$ cat src/rtl/tlfr_pkg.sv
`timescale 1ns / 1ps

package tlfr_pkg;

	// Header layout: one type byte, then four length bytes, little-endian
	localparam int unsigned HdrBytes = 5;
	localparam logic [2:0] HDR_TYPE_IDX = 3'd0;
	localparam logic [2:0] HDR_LAST_IDX = 3'(HdrBytes - 1);

	typedef logic [2:0]  hdr_idx_t;
	typedef logic [7:0]  byte_t;
	typedef logic [31:0] len_t;

	// One result item as it leaves the deframer
	typedef struct packed {
		byte_t payload_byte;
		byte_t packet_type;
		len_t  packet_length;
		logic  is_last;
		logic  empty_packet;
	} res_t;

	// Result handed from the parser to the output buffer
	typedef struct packed {
		logic valid;
		res_t res;
	} res_push_t;

endpackage

$ cat src/rtl/tlfr_in_if.sv
`timescale 1ns / 1ps

interface tlfr_in_if;
	logic             valid;
	logic             ready;
	tlfr_pkg::byte_t  data_byte;

	modport source (output valid, output data_byte, input ready);
	modport sink (input valid, input data_byte, output ready);
endinterface

$ cat src/rtl/tlfr_out_if.sv
`timescale 1ns / 1ps

interface tlfr_out_if;
	logic             valid;
	logic             ready;
	tlfr_pkg::byte_t  payload_byte;
	tlfr_pkg::byte_t  packet_type;
	tlfr_pkg::len_t   packet_length;
	logic             is_last;
	logic             empty_packet;

	modport source (output valid, output payload_byte, output packet_type,
		output packet_length, output is_last, output empty_packet, input ready);
	modport sink (input valid, input payload_byte, input packet_type,
		input packet_length, input is_last, input empty_packet, output ready);
endinterface

$ cat src/rtl/type_length_frame_receiver.sv
`timescale 1ns / 1ps

// Type-length frame receiver.
// The stream channel carries one raw byte per item. Each packet is a type
// byte, a 32-bit little-endian payload length, then that many payload bytes.
// The packet channel gives one item per payload byte, carrying the byte, the
// packet's type and length; is_last marks the final byte of a packet. A
// packet of zero length gives a single item with empty_packet and is_last
// set and payload_byte zero, caused by its last header byte.
// Other header bytes give no item.
// A result is registered in the output register, or in the skid stage while
// the receiver stalls. Throughput: one byte per clock while the skid stage
// is empty, limited by the single framing state update per accepted byte.
// An output register plus a one-entry skid stage sit on the packet side:
// while the receiver stalls, stream.ready stays high until the skid stage
// fills, then drops until an item is taken.
// Reset (arst_n low) clears the framing state and empties the output
// register and the skid stage; the first byte after reset is read as a
// type byte.

module type_length_frame_receiver (
	input logic     clk,
	input logic     arst_n,
	tlfr_in_if.sink   stream,
	tlfr_out_if.source packet
);
	import tlfr_pkg::*;

	logic      take;
	logic      can_take;
	res_push_t push;
	res_t      out_res;

	assign stream.ready = can_take;
	assign take = stream.valid && can_take;

	tlfr_parse u_parse (
		.clk       (clk),
		.arst_n    (arst_n),
		.take      (take),
		.data_byte (stream.data_byte),
		.push      (push)
	);

	tlfr_out_buf u_out_buf (
		.clk       (clk),
		.arst_n    (arst_n),
		.push      (push),
		.can_take  (can_take),
		.out_valid (packet.valid),
		.out_res   (out_res),
		.out_ready (packet.ready)
	);

	assign packet.payload_byte = out_res.payload_byte;
	assign packet.packet_type = out_res.packet_type;
	assign packet.packet_length = out_res.packet_length;
	assign packet.is_last = out_res.is_last;
	assign packet.empty_packet = out_res.empty_packet;

endmodule

$ cat src/rtl/tlfr_parse.sv
`timescale 1ns / 1ps

module tlfr_parse (
	input  logic                clk,
	input  logic                arst_n,
	input  logic                take,
	input  tlfr_pkg::byte_t     data_byte,
	output tlfr_pkg::res_push_t push
);
	import tlfr_pkg::*;

	hdr_idx_t header_count_q;
	logic     in_payload_q;
	byte_t    held_type_q;
	len_t     held_length_q;
	len_t     payload_count_q;

	hdr_idx_t idx;
	len_t     count_inc;
	len_t     length_next;
	logic     pay_last;
	logic     hdr_done;

	// Clamp the header position and merge the incoming length byte
	always_comb begin
		idx = (header_count_q > HDR_LAST_IDX) ? HDR_LAST_IDX : header_count_q;
		length_next = held_length_q;
		case (idx)
			3'd0: length_next = '0;
			3'd1: length_next[7:0] = data_byte;
			3'd2: length_next[15:8] = data_byte;
			3'd3: length_next[23:16] = data_byte;
			3'd4: length_next[31:24] = data_byte;
			default: length_next = held_length_q;
		endcase
		hdr_done = (idx == HDR_LAST_IDX);
		count_inc = payload_count_q + 32'd1;
		pay_last = (count_inc == held_length_q);
	end

	// Form the result for this item
	always_comb begin
		push.valid = 1'b0;
		push.res.payload_byte = data_byte;
		push.res.packet_type = held_type_q;
		push.res.packet_length = held_length_q;
		push.res.is_last = pay_last;
		push.res.empty_packet = 1'b0;
		if (in_payload_q) begin
			push.valid = take;
		end else begin
			push.res.payload_byte = '0;
			push.res.packet_length = '0;
			push.res.is_last = 1'b1;
			push.res.empty_packet = 1'b1;
			push.valid = take && hdr_done && (length_next == '0);
		end
	end

	// Advance the framing state on each accepted item
	always_ff @(posedge clk or negedge arst_n) begin
		if (!arst_n) begin
			header_count_q <= '0;
			in_payload_q <= 1'b0;
			held_type_q <= '0;
			held_length_q <= '0;
			payload_count_q <= '0;
		end else if (take) begin
			if (in_payload_q) begin
				if (pay_last) begin
					in_payload_q <= 1'b0;
					payload_count_q <= '0;
				end else begin
					payload_count_q <= count_inc;
				end
			end else begin
				if (idx == HDR_TYPE_IDX) begin
					held_type_q <= data_byte;
				end
				held_length_q <= length_next;
				if (hdr_done) begin
					header_count_q <= '0;
					payload_count_q <= '0;
					in_payload_q <= (length_next != '0);
				end else begin
					header_count_q <= idx + 3'd1;
				end
			end
		end
	end

	a_hdr_range: assert property (@(posedge clk) disable iff (!arst_n)
		header_count_q <= HDR_LAST_IDX)
		else $error("header position out of range");

	a_payload_no_hdr: assert property (@(posedge clk) disable iff (!arst_n)
		in_payload_q |-> header_count_q == '0)
		else $error("header position moved during payload");

	a_count_bound: assert property (@(posedge clk) disable iff (!arst_n)
		in_payload_q |-> payload_count_q < held_length_q)
		else $error("payload count reached length while in payload");

endmodule

$ cat src/rtl/tlfr_out_buf.sv
`timescale 1ns / 1ps

module tlfr_out_buf (
	input  logic                clk,
	input  logic                arst_n,
	input  tlfr_pkg::res_push_t push,
	output logic                can_take,
	output logic                out_valid,
	output tlfr_pkg::res_t      out_res,
	input  logic                out_ready
);
	import tlfr_pkg::*;

	logic main_valid_q;
	res_t main_q;
	logic skid_valid_q;
	res_t skid_q;
	logic pop;

	assign pop = main_valid_q && out_ready;
	assign can_take = !skid_valid_q;
	assign out_valid = main_valid_q;
	assign out_res = main_q;

	// Control: refill the output register from the skid stage first
	always_ff @(posedge clk or negedge arst_n) begin
		if (!arst_n) begin
			main_valid_q <= 1'b0;
			skid_valid_q <= 1'b0;
		end else if (!main_valid_q || pop) begin
			main_valid_q <= skid_valid_q || push.valid;
			skid_valid_q <= 1'b0;
		end else if (push.valid) begin
			skid_valid_q <= 1'b1;
		end
	end

	// Payload: no reset needed
	always_ff @(posedge clk) begin
		if (!main_valid_q || pop) begin
			main_q <= skid_valid_q ? skid_q : push.res;
		end else if (push.valid) begin
			skid_q <= push.res;
		end
	end

	a_skid_implies_main: assert property (@(posedge clk) disable iff (!arst_n)
		skid_valid_q |-> main_valid_q)
		else $error("skid stage full while output register empty");

	a_no_push_when_full: assert property (@(posedge clk) disable iff (!arst_n)
		skid_valid_q |-> !push.valid)
		else $error("item pushed while skid stage full");

	a_skid_drains: assert property (@(posedge clk) disable iff (!arst_n)
		skid_valid_q && pop |=> main_valid_q && !skid_valid_q)
		else $error("skid stage not moved to output register");

endmodule
$ cat src/flat_wrapper.sv
// flat-port wrapper written by rule: the top's interface ports become plain ports
module type_length_frame_receiver_flat import tlfr_pkg::*;
  (clk, arst_n, stream_valid, stream_data_byte, stream_ready, packet_valid, packet_payload_byte, packet_packet_type, packet_packet_length, packet_is_last, packet_empty_packet, packet_ready);
  tlfr_in_if stream_i ();
  tlfr_out_if packet_i ();
  input logic clk;
  input logic arst_n;
  input wire logic [$bits(stream_i.valid)-1:0] stream_valid;
  input wire logic [$bits(stream_i.data_byte)-1:0] stream_data_byte;
  output wire logic [$bits(stream_i.ready)-1:0] stream_ready;
  output wire logic [$bits(packet_i.valid)-1:0] packet_valid;
  output wire logic [$bits(packet_i.payload_byte)-1:0] packet_payload_byte;
  output wire logic [$bits(packet_i.packet_type)-1:0] packet_packet_type;
  output wire logic [$bits(packet_i.packet_length)-1:0] packet_packet_length;
  output wire logic [$bits(packet_i.is_last)-1:0] packet_is_last;
  output wire logic [$bits(packet_i.empty_packet)-1:0] packet_empty_packet;
  input wire logic [$bits(packet_i.ready)-1:0] packet_ready;
  assign stream_i.valid = stream_valid;
  assign stream_i.data_byte = stream_data_byte;
  assign stream_ready = stream_i.ready;
  assign packet_valid = packet_i.valid;
  assign packet_payload_byte = packet_i.payload_byte;
  assign packet_packet_type = packet_i.packet_type;
  assign packet_packet_length = packet_i.packet_length;
  assign packet_is_last = packet_i.is_last;
  assign packet_empty_packet = packet_i.empty_packet;
  assign packet_i.ready = packet_ready;
  type_length_frame_receiver u_core (.clk(clk), .arst_n(arst_n), .stream(stream_i), .packet(packet_i));
endmodule
$ cat config.mk
export PLATFORM = sky130hd
export DESIGN_NAME = type_length_frame_receiver_flat
export DESIGN_NICKNAME = d
export VERILOG_FILES = /design/src/rtl/tlfr_pkg.sv /design/src/rtl/tlfr_in_if.sv /design/src/rtl/tlfr_out_if.sv /design/src/rtl/type_length_frame_receiver.sv /design/src/rtl/tlfr_parse.sv /design/src/rtl/tlfr_out_buf.sv /design/src/flat_wrapper.sv
export SDC_FILE = /design/constraint.sdc
export NUM_CORES = 1
export LEC_CHECK = 0
export BUFFER_PORTS_ARGS = -buffer_cell sky130_fd_sc_hd__buf_2
export CAP_MARGIN = 20
export CORE_ASPECT_RATIO = 1.2
export CORE_MARGIN = 2
export CORE_UTILIZATION = 52
export DETAILED_ROUTE_END_ITERATION = 8
export GPL_ROUTABILITY_DRIVEN = 0
export PLACE_DENSITY_LB_ADDON = 0.25
export SETUP_SLACK_MARGIN = 0.02
export SYNTH_ARGS = -nofsm -noshare
export SYNTH_HDL_FRONTEND = slang
export SYNTH_SLANG_ARGS = --single-unit
$ cat constraint.sdc
create_clock -name clk -period 10.7 [get_ports clk]
set_input_delay 0.535 -clock clk [delete_from_list [all_inputs] [get_ports clk]]
set_output_delay 0.535 -clock clk [all_outputs]
set_load 0.02 [all_outputs]
==> results of run 1 <==
## stage by stage
| step | hold WS, ns | setup slack, ns | utilization | total power [mW] | std cells |
|---|---|---|---|---|---|
| final | 0.457 | 6.36 | 0.602 | 1.68 | 1039 |
| after global routing | 0.450 | 6.09 | 0.602 | 1.74 | 1039 |
| after CTS | 0.312 | 6.38 | 0.598 | 1.68 | 1035 |
| after detailed placement | 0.471 | 6.42 | 0.560 | 1.03 | 1003 |
| after global placement | 0.452 | 6.59 | 0.560 | 1.03 | 1003 |
| after floorplan | 0.239 | 5.82 | - | 0.971 | 773 |
## flip-flops by register name, indices dropped and copies added (netlist names)
name / count
u_core.u_out_buf.skid_q: 50
u_core.u_out_buf.out_res: 50
u_core.u_parse.in_payload_q: 1
u_core.u_out_buf.skid_valid_q: 1
u_core.u_parse.payload_count_q: 32
u_core.u_parse.held_length_q: 32
u_core.u_parse.held_type_q: 8
u_core.u_parse.header_count_q: 3
u_core.u_out_buf.out_valid: 1
## cell type report
cell class,instances,area share
Clock buffer,18,0.0436
Sequential cell,178,0.503
Inverter,15,0.00572
Multi-Input combinational cell,530,0.356
Timing Repair Buffer,72,0.0442
Tap cell,212,0.0270
Clock inverter,14,0.0196
## layer usage
layer  track usage  vias to the layer above
met2         0.364                      238
li1              -                     2879
met5             0                        -
met1         0.306                     3020
met4        0.0925                        0
met3        0.0533                       41
## tightest hold or removal path: cells and delay by family
| kind | cells | cell delay [ns] |
|---|---|---|
| buffers and inverters | 1 | 0.17 |
| AND/OR/NAND/NOR | 1 | 0.08 |
| AO/OA/AOI/OAI | 1 | 0.07 |
## cell families (layout without fill, tap and decap cells)
group | after synthesis | in the layout | synth area share
fa+ha+maj | 6 | 6 | 0.00859
xor+xnor | 50 | 50 | 0.0501
flops | 178 | 178 | 0.567
simple gates | 286 | 286 | 0.168
compound gates | 126 | 126 | 0.0945
mux | 62 | 62 | 0.0790
buf+inv | 65 | 119 | 0.0329
## final timing paths
kind	slack, ns	cells after the start	end	from
worst max-delay path	6.36	10	u_core.u_parse.payload_count_q[0]	u_core.u_parse.payload_count_q[5]
worst min-delay path	0.46	3	u_core.u_parse.held_length_q[2]	stream_data_byte[2]
min in group asynchronous	0.47	2	u_core.u_parse.payload_count_q[0]	arst_n
worst min register to register	0.48	0	u_core.u_out_buf.skid_q[39]	u_core.u_parse.held_type_q[5]
worst max register to register	6.36	10	u_core.u_parse.payload_count_q[0]	u_core.u_parse.payload_count_q[5]
max in group asynchronous	9.65	3	u_core.u_parse.held_type_q[1]	arst_n
## layout by cell type (no fill, tap or decap), types with 3 or more instances in the layout
| cell type | n |
|---|---|
| nor2_1 | 47 |
| ha_1 | 6 |
| nand3_1 | 13 |
| a21oi_1 | 9 |
| o21ai_0 | 44 |
| o22ai_1 | 3 |
| nand4_1 | 16 |
| inv_1 | 15 |
| and4_1 | 5 |
| nand2_1 | 93 |
| xor2_1 | 19 |
| or3_1 | 4 |
| o21ai_1 | 18 |
| nor3_1 | 16 |
| a211o_1 | 3 |
| and2_1 | 44 |
| xnor2_1 | 31 |
| inv_8 | 3 |
| o31ai_1 | 4 |
| bufinv_16 | 3 |
| buf_2 | 62 |
| nor2b_1 | 6 |
| inv_6 | 4 |
| mux2_2 | 56 |
| nor4_1 | 16 |
| clkbuf_16 | 17 |
| or4_1 | 4 |
| mux2i_1 | 6 |
| edfxtp_1 | 100 |
| buf_4 | 6 |
| clkinv_4 | 3 |
| a22o_1 | 29 |
| and3_1 | 9 |
| dfrtp_1 | 78 |
## repair_timing
item | 4_1_cts | 5_1_grt
buffers inserted | 0 | 0
endpoints found under the hold margin | 0 | 8
hold buffers | 0 | 1
## power by group through the flow
stage               clock (mW)  sequential (mW)  combinational, mW
detailed placement           0            0.831              0.204
finish                   0.654            0.817              0.207
floorplan                    0            0.846              0.125
CTS                      0.663            0.817              0.205
global route             0.692            0.824              0.224
global placement             0            0.827              0.199
==> flow_summary.toml, run 1 <==
[status]
status = "completed"

[routing]
post_drt_wl_per_cell_um = 18.8
firstDrtPassIters = 7
wl_met1_um = 8420
via_count = 6178
route.met2.wl_um = 9360
initialDrtViolationCount = 513
drtAntennaViolNets = 0
vias_per_cell = 5.95
wl_met3_um = 1270
highest_layer = "met4"
wirelength_um = 19500
drc = 0

[clock_tree]
cts_buffers = 17
clk_latency_ns = 0.43
cts_tree = "done"
clk_pin_slew_ns = 0.07
htree_levels = 4
cts_root_buf = "clkbuf_16"
clock_path_buffers = 2
post_cts_resized = 0
clock-sinks = 178

[pwr]
powerDensity_mw_per_mm2 = 170
p_sw_frac = 0.265
p_sw_uw = 445
p_comb_frac = 0.123
p_leak_nw = 4.13
clockPowerShare = 0.390
p_int_mw = 1.23
sequentialPowerShare = 0.487
ir_drop_v = 0.0000928

[global_routing]
grt_max_degree = 79
grt_pass1_wl_um = 31800
antenna_found_initial = 0
track_usage = 0.230
globalRouteOverflowTotal = 0
grt_pass1_vias = 6119

[setup_path]
slowest_delay_ns = 0.65
worstSetupEndpointType = "flop"
cp_cell_sequence = "nand4_2 -> or4_4 -> or3_1 -> xnor2_1 -> a2111oi_0 -> nand4_1 -> o21ai_4 -> buf_4 -> nor2_2 -> mux2_2"
slowest_stage = "or4_4"
criticalPathCategory = "reg -> reg"
cp-start-kind = "flop"
cp.required_ns = 11.02
cp_data_arrival_time_ns = 4.66
critical_path.top_delay_family = "simple AND/OR/NAND/NOR gates"
worstPathMaxFanout = 22
cp_num_buf_inv = 1

[yosys]
avgSynthCellArea_um2 = 11.3
ys_top_cells_by_count = "edfxtp_1, nand2_1, dfrtp_1, mux2_2, nor2_1"
synthFlopType = "edfxtp_1"
yosys.area.top_type_share = 0.344
synth_top_area_cell = "edfxtp_1"
synth_enable_flop_cells = 100
synthDistinctLibCells = 55
yosys_register_bits = 178
synth_cells = 773
syn_area_mm2 = 0.00874
async_flop_share = 0.438
ys_seq_area_frac = 0.567
syn-num-nets = 791
yosysMostFrequentCell = "edfxtp_1"
ys_warn_count = 0
synthTopCellsByArea = "edfxtp_1, dfrtp_1, mux2_2"

[floorplanning]
die_y_um = 146
die-area_mm2 = 0.0179
start_util = 0.535
num_io_pins = 64
num_rows = 51
core_area_mm2 = 0.0163
fp.dieW_um = 122

[sta]
rsz0062_at_grt = "no"
min_period_ns = 4.34
fmax_mhz = 230
finalSetupViolCount = 0
tightest_slew_ns = 1.01
slew_headroom = 0.326
slew_viol_final = 0
finalClockSkew_ns = 0.00811
hold_violations = 0
finalSetupTns_ns = 0
fin_crit_sh = 0.406

[placed_design]
io_buffers = 63
place_area_mm2 = 0.00914
hpwl_um = 13200

[final_layout]
nNetsFinal = 832
nFillCells = 1323
antenna_cells = 0
design_area_mm2 = 0.00984
drive_gt1_frac = 0.206
seqCellArea_mm2 = 0.00495
multi_input_area_mm2 = 0.00351
area_delta_synth_final_pct = 12.6

[run]
maxCapViolCount = 0

[worst_hold_path]
hold_class = "in -> reg"
(Power assumes the default switching activity.)
==> run 2, diff against run 1 <==
Clock period 10.7 ns to 3.85 ns, I/O delays scaled along.
==> flow_summary.toml, run 2 (synthesis results as in run 1) <==
[status]
status = "completed"

[setup_path]
r2r_setup_slack_ns = 0.18
criticalPathCategory = "reg -> reg"
worstPathMaxFanout = 36
cp_data_arrival_time_ns = 3.98
cp.required_ns = 4.16
timing.reg2reg.worst_path_depth = 11
endpoint = "u_core.u_parse.payload_count_q[11]"
cp-start-kind = "flop"
regToRegEndpoint = "u_core.u_parse.payload_count_q[11]"
critical_path.startpoint = "u_core.u_parse.payload_count_q[0]"
worstReg2RegStart = "u_core.u_parse.payload_count_q[0]"
worstSetupEndpointType = "flop"

[worst_hold_path]
hold_class = "in -> async"

[floorplanning]
core_area_mm2 = 0.0163
die-area_mm2 = 0.0179
die_y_um = 146
num_io_pins = 64
fp.dieW_um = 122
num_rows = 51
start_util = 0.535

[pwr]
p_leak_nw = 4.16
ir_drop_v = 0.000266
powerDensity_mw_per_mm2 = 473
total_power_mw = 4.70

[sta]
rsz0062_at_grt = "no"
whs_ns = 0.117
finalClockSkew_ns = 0.00975
finalSetupViolCount = 0
fmax_mhz = 273
slew_viol_final = 0
min_period_ns = 3.67
slew_headroom = 0.287
tightest_slew_ns = 1.07
hold_violations = 0
fin_crit_sh = 0.952

[final_layout]
antenna_cells = 0
layout.cells.most_common = "edfxtp_1"
nFillCells = 1294
area_delta_synth_final_pct = 13.6
drive_gt1_frac = 0.222
design_area_mm2 = 0.00993
nNetsFinal = 843
mostFrequentLayoutCells = "edfxtp_1, nand2_1, dfrtp_1"

[global_routing]
track_usage = 0.230
grt_max_degree = 79
globalRouteOverflowTotal = 0
antenna_found_initial = 0
grt_pass1_vias = 5937
grt_pass1_wl_um = 31800

[routing]
post_drt_wl_per_cell_um = 18.8
drtAntennaViolNets = 0
via_count = 6171
wirelength_um = 19700
initialDrtViolationCount = 526
vias_per_cell = 5.88
drc = 0
firstDrtPassIters = 5

[clock_tree]
post-cts-setup-buffer-count = 0
cts_tree = "done"
htree_levels = 4
clk_latency_ns = 0.43
cts_root_buf = "clkbuf_16"
clock-sinks = 178
clk_pin_slew_ns = 0.07
cts_buffers = 17
clock_path_buffers = 2

[placed_design]
place_area_mm2 = 0.00924
hpwl_um = 13300
io_buffers = 63

[run]
maxCapViolCount = 0
-- run 2: what timing repair did --
action / CTS / global route
hold endpoints to repair: 78 / 0
resized for setup: 0 / 3
endpoints found under the setup margin: 0 / 23
hold buffers: 1 / 0
-- run 2: layer usage --
metal | share of wire | up-vias | GRT usage | wire [um]
li1 | - | 2904 | - | -
met1 | 0.44 | 3026 | 0.316 | 8620
met5 | 0 | - | 0 | 0
met3 | 0.053 | 38 | 0.0498 | 1050
met2 | 0.49 | 203 | 0.358 | 9570
met4 | 0.023 | 0 | 0.0856 | 459
-- run 2: worst max-delay path, stage by stage (launching register included) --
cell and delay [ns]:
dfrtp_1 0.44, ha_1 0.31, nand4_1 0.13, or4_4 0.50
or3_1 0.45, xnor2_1 0.17, a2111oi_1 0.41, nand4_1 0.22
o21ai_4 0.22, buf_6 0.29, o21ai_0 0.15, a22o_1 0.25
-- run 2: how the worst min path moves through the flow --
stage	depth (start not counted)	from	slack, ns	end
after floorplan	0	arst_n	-0.10	u_core.u_out_buf.out_valid
after global placement	1	arst_n	0.42	u_core.u_parse.payload_count_q[7]
after detailed placement	1	arst_n	0.43	u_core.u_parse.payload_count_q[3]
after CTS	3	stream_data_byte[2]	0.11	u_core.u_parse.held_length_q[26]
after global routing	3	stream_data_byte[3]	0.11	u_core.u_parse.held_length_q[27]
final	2	arst_n	0.12	u_core.u_parse.payload_count_q[6]
-- run 2: report_power, final --
group	total, mW	switching (mW)	leakage (nW)	internal, mW
registers	2.26	0.0956	2.06	2.17
logic	0.581	0.368	1.81	0.213
clock network	1.85	0.752	0.292	1.10
total	4.70	1.22	4.16	3.48
-- run 2: stage by stage --
stage | setup WS, ns | util | TNS, ns | cells
floorplan | -0.686 | - | -34.31 | 773
CTS | 0.140 | 0.605 | 0 | 1049
global route | 0.0345 | 0.608 | 0 | 1050
finish | 0.183 | 0.608 | 0 | 1050
global placement | 0.274 | 0.566 | 0 | 1016
detailed placement | 0.154 | 0.566 | 0 | 1016
-- run 2: final cells by class --
| class | count | area (um^2) | share of cell area |
|---|---|---|---|
| clock buffers | 19 | 433 | 0.0436 |
| clock inverters | 13 | 200 | 0.0202 |
| inverters | 15 | 56.3 | 0.00567 |
| multi-input cells | 530 | 3520 | 0.355 |
| flip-flops and latches | 178 | 4950 | 0.499 |
| well taps | 212 | 265 | 0.0267 |
| repair buffers | 83 | 494 | 0.0498 |
==> run 3, diff against run 2 <==
Settings changed: ABC_AREA set to 1.
==> flow_summary.toml, run 3 <==
[pwr]
powerDensity_mw_per_mm2 = 415
p_leak_nw = 4.56
ir_drop_v = 0.000329

[final_layout]
drive_gt1_frac = 0.135
mostFrequentLayoutCells = "nand2_1, inv_1, o21ai_0"
area_delta_synth_final_pct = 12.4
antenna_cells = 0
final_cells = 1409
layout.cells.most_common = "nand2_1"
nNetsFinal = 1194

[run]
maxCapViolCount = 0

[yosys]
yosys.area.top_type_share = 0.324
yosysMostFrequentCell = "nand2_1"
syn-num-nets = 1144
synth_enable_flop_cells = 100
synthTopCellsByArea = "edfxtp_1, dfrtp_1, nand2_1"
synthDistinctLibCells = 28
async_flop_share = 0.438
avgSynthCellArea_um2 = 8.23
synth_cells = 1126
syn_area_mm2 = 0.00926
ys_top_cells_by_count = "nand2_1, inv_1, o21ai_0, edfxtp_1, nor2_1"
ys_seq_area_frac = 0.535
ys_warn_count = 0
yosys_register_bits = 178
synth_top_area_cell = "edfxtp_1"
synthFlopType = "edfxtp_1"

[global_routing]
track_usage = 0.237
grt_max_degree = 92
globalRouteOverflowTotal = 0
grt_pass1_vias = 6976
grt_pass1_wl_um = 35100
antenna_found_initial = 0

[setup_path]
slowest_delay_ns = 0.65
cp-start-kind = "flop"
cp_cell_sequence = "nor2_1 -> o21ai_0 -> o21ai_0 -> nand4_1 -> nor2_1 -> nand4_1 -> o21ai_0 -> nand2_1 -> nor2_4 -> buf_4"
timing.reg2reg.worst_path_depth = 10
worstSetupEndpointType = "flop"
cpMostUsedCell = "o21ai_0"
slowest_stage = "nor2_1"
criticalPathCategory = "reg -> reg"
crit_cells = 10
critical_path.top_delay_family = "simple AND/OR/NAND/NOR gates"
cp_num_buf_inv = 1
worstPathMaxFanout = 27
cp_data_arrival_time_ns = 3.36
cp.required_ns = 3.96

[placed_design]
hpwl_um = 14900
dp_cells = 1375
io_buffers = 63

[status]
status = "completed"

[clock_tree]
htree_levels = 4
clock-sinks = 178
post_cts_resized = 0
cts_tree = "done"
clk_latency_ns = 0.45
clock_path_buffers = 2
cts_root_buf = "clkbuf_16"
clk_pin_slew_ns = 0.07
post-cts-setup-buffer-count = 0
hold_buffers = 1
cts_buffers = 17

[floorplanning]
core_area_mm2 = 0.0175
die_y_um = 150
start_util = 0.529
fp.dieW_um = 126
num_io_pins = 64
die-area_mm2 = 0.0189
num_rows = 53

[sta]
fin_crit_sh = 0.843
fmax_mhz = 308
finalSetupTns_ns = 0
slew_viol_final = 0
min_period_ns = 3.24
rsz0062_at_grt = "no"
finalClockSkew_ns = 0.0147
slew_headroom = 0.412
tightest_slew_ns = 0.881
hold_violations = 0
finalSetupViolCount = 0

[routing]
drtAntennaViolNets = 0
via_count = 7426
firstDrtPassIters = 7
vias_per_cell = 5.27
drc = 0
initialDrtViolationCount = 611
wirelength_um = 21200
post_drt_wl_per_cell_um = 15.1

[worst_hold_path]
hold_depth = 3
hold_class = "in -> reg"
-- run 3: worst reg2reg max path, delay by kind of cell (launching register included) --
kind	cells	cell delay [ns]
AOI/OAI and AO/OA	3	0.56
buffers and inverters	1	0.34
DFF	1	0.53
and+or+nand+nor	6	1.48
-- run 3: kinds of logic (layout without fill, tap and decap cells) --
| kind of cell | after synthesis | after routing | share of synthesized area |
|---|---|---|---|
| buf+inv | 165 | 228 | 0.0693 |
| simple gates | 618 | 618 | 0.292 |
| compound gates | 145 | 145 | 0.0810 |
| xor+xnor | 14 | 14 | 0.0147 |
| flops | 178 | 178 | 0.535 |
| fa+ha+maj | 6 | 6 | 0.00810 |
-- run 3: through the flow --
| step | cell area [um^2] | total power [mW] | setup WS (ns) | utilization | hold WS (ns) |
|---|---|---|---|---|---|
| after detailed placement | 9790 | 2.65 | 0.778 | 0.559 | 0.435 |
| after global routing | 10400 | 4.47 | 0.360 | 0.595 | 0.0578 |
| after floorplan | 9300 | 2.51 | 0.325 | - | -0.103 |
| after CTS | 10400 | 4.34 | 0.678 | 0.593 | 0.0433 |
| final | 10400 | 4.32 | 0.606 | 0.595 | 0.0580 |
| after global placement | 9790 | 2.64 | 0.796 | 0.559 | 0.433 |
-- run 3: worst paths after layout --
check / startpoint / to / slack (ns)
max in group asynchronous: arst_n / u_core.u_out_buf.skid_valid_q / 3.07
hold reg to reg: u_core.u_parse.held_type_q[3] / u_core.u_out_buf.skid_q[37] / 0.47
hold / removal: stream_data_byte[4] / u_core.u_out_buf.skid_q[46] / 0.06
setup reg to reg: u_core.u_parse.header_count_q[2] / u_core.u_out_buf.skid_q[10] / 0.61
setup / recovery: u_core.u_parse.header_count_q[2] / u_core.u_out_buf.skid_q[10] / 0.61
min in group asynchronous: arst_n / u_core.u_parse.payload_count_q[6] / 0.16
-- run 3: cell type report --
class                           count  area [um^2]
Tap cell                          220          275
Multi-Input combinational cell    783         3710
Sequential cell                   178         4960
Timing Repair Buffer               73          415
Clock inverter                     14          163
Clock buffer                       18          429
Inverter                          123          463
Fill cell                        1537         7090
-- run 3: routing by layer --
| layer | track usage | part of all wire |
|---|---|---|
| met1 | 0.307 | 0.43 |
| met2 | 0.399 | 0.48 |
| met3 | 0.0398 | 0.052 |
| met4 | 0.0956 | 0.031 |
| met5 | 0 | 0 |
-- run 3: report_power, final --
group          switching [mW]  internal, mW
Combinational           0.303         0.136
Sequential             0.0519          2.12
Clock                   0.832         0.873
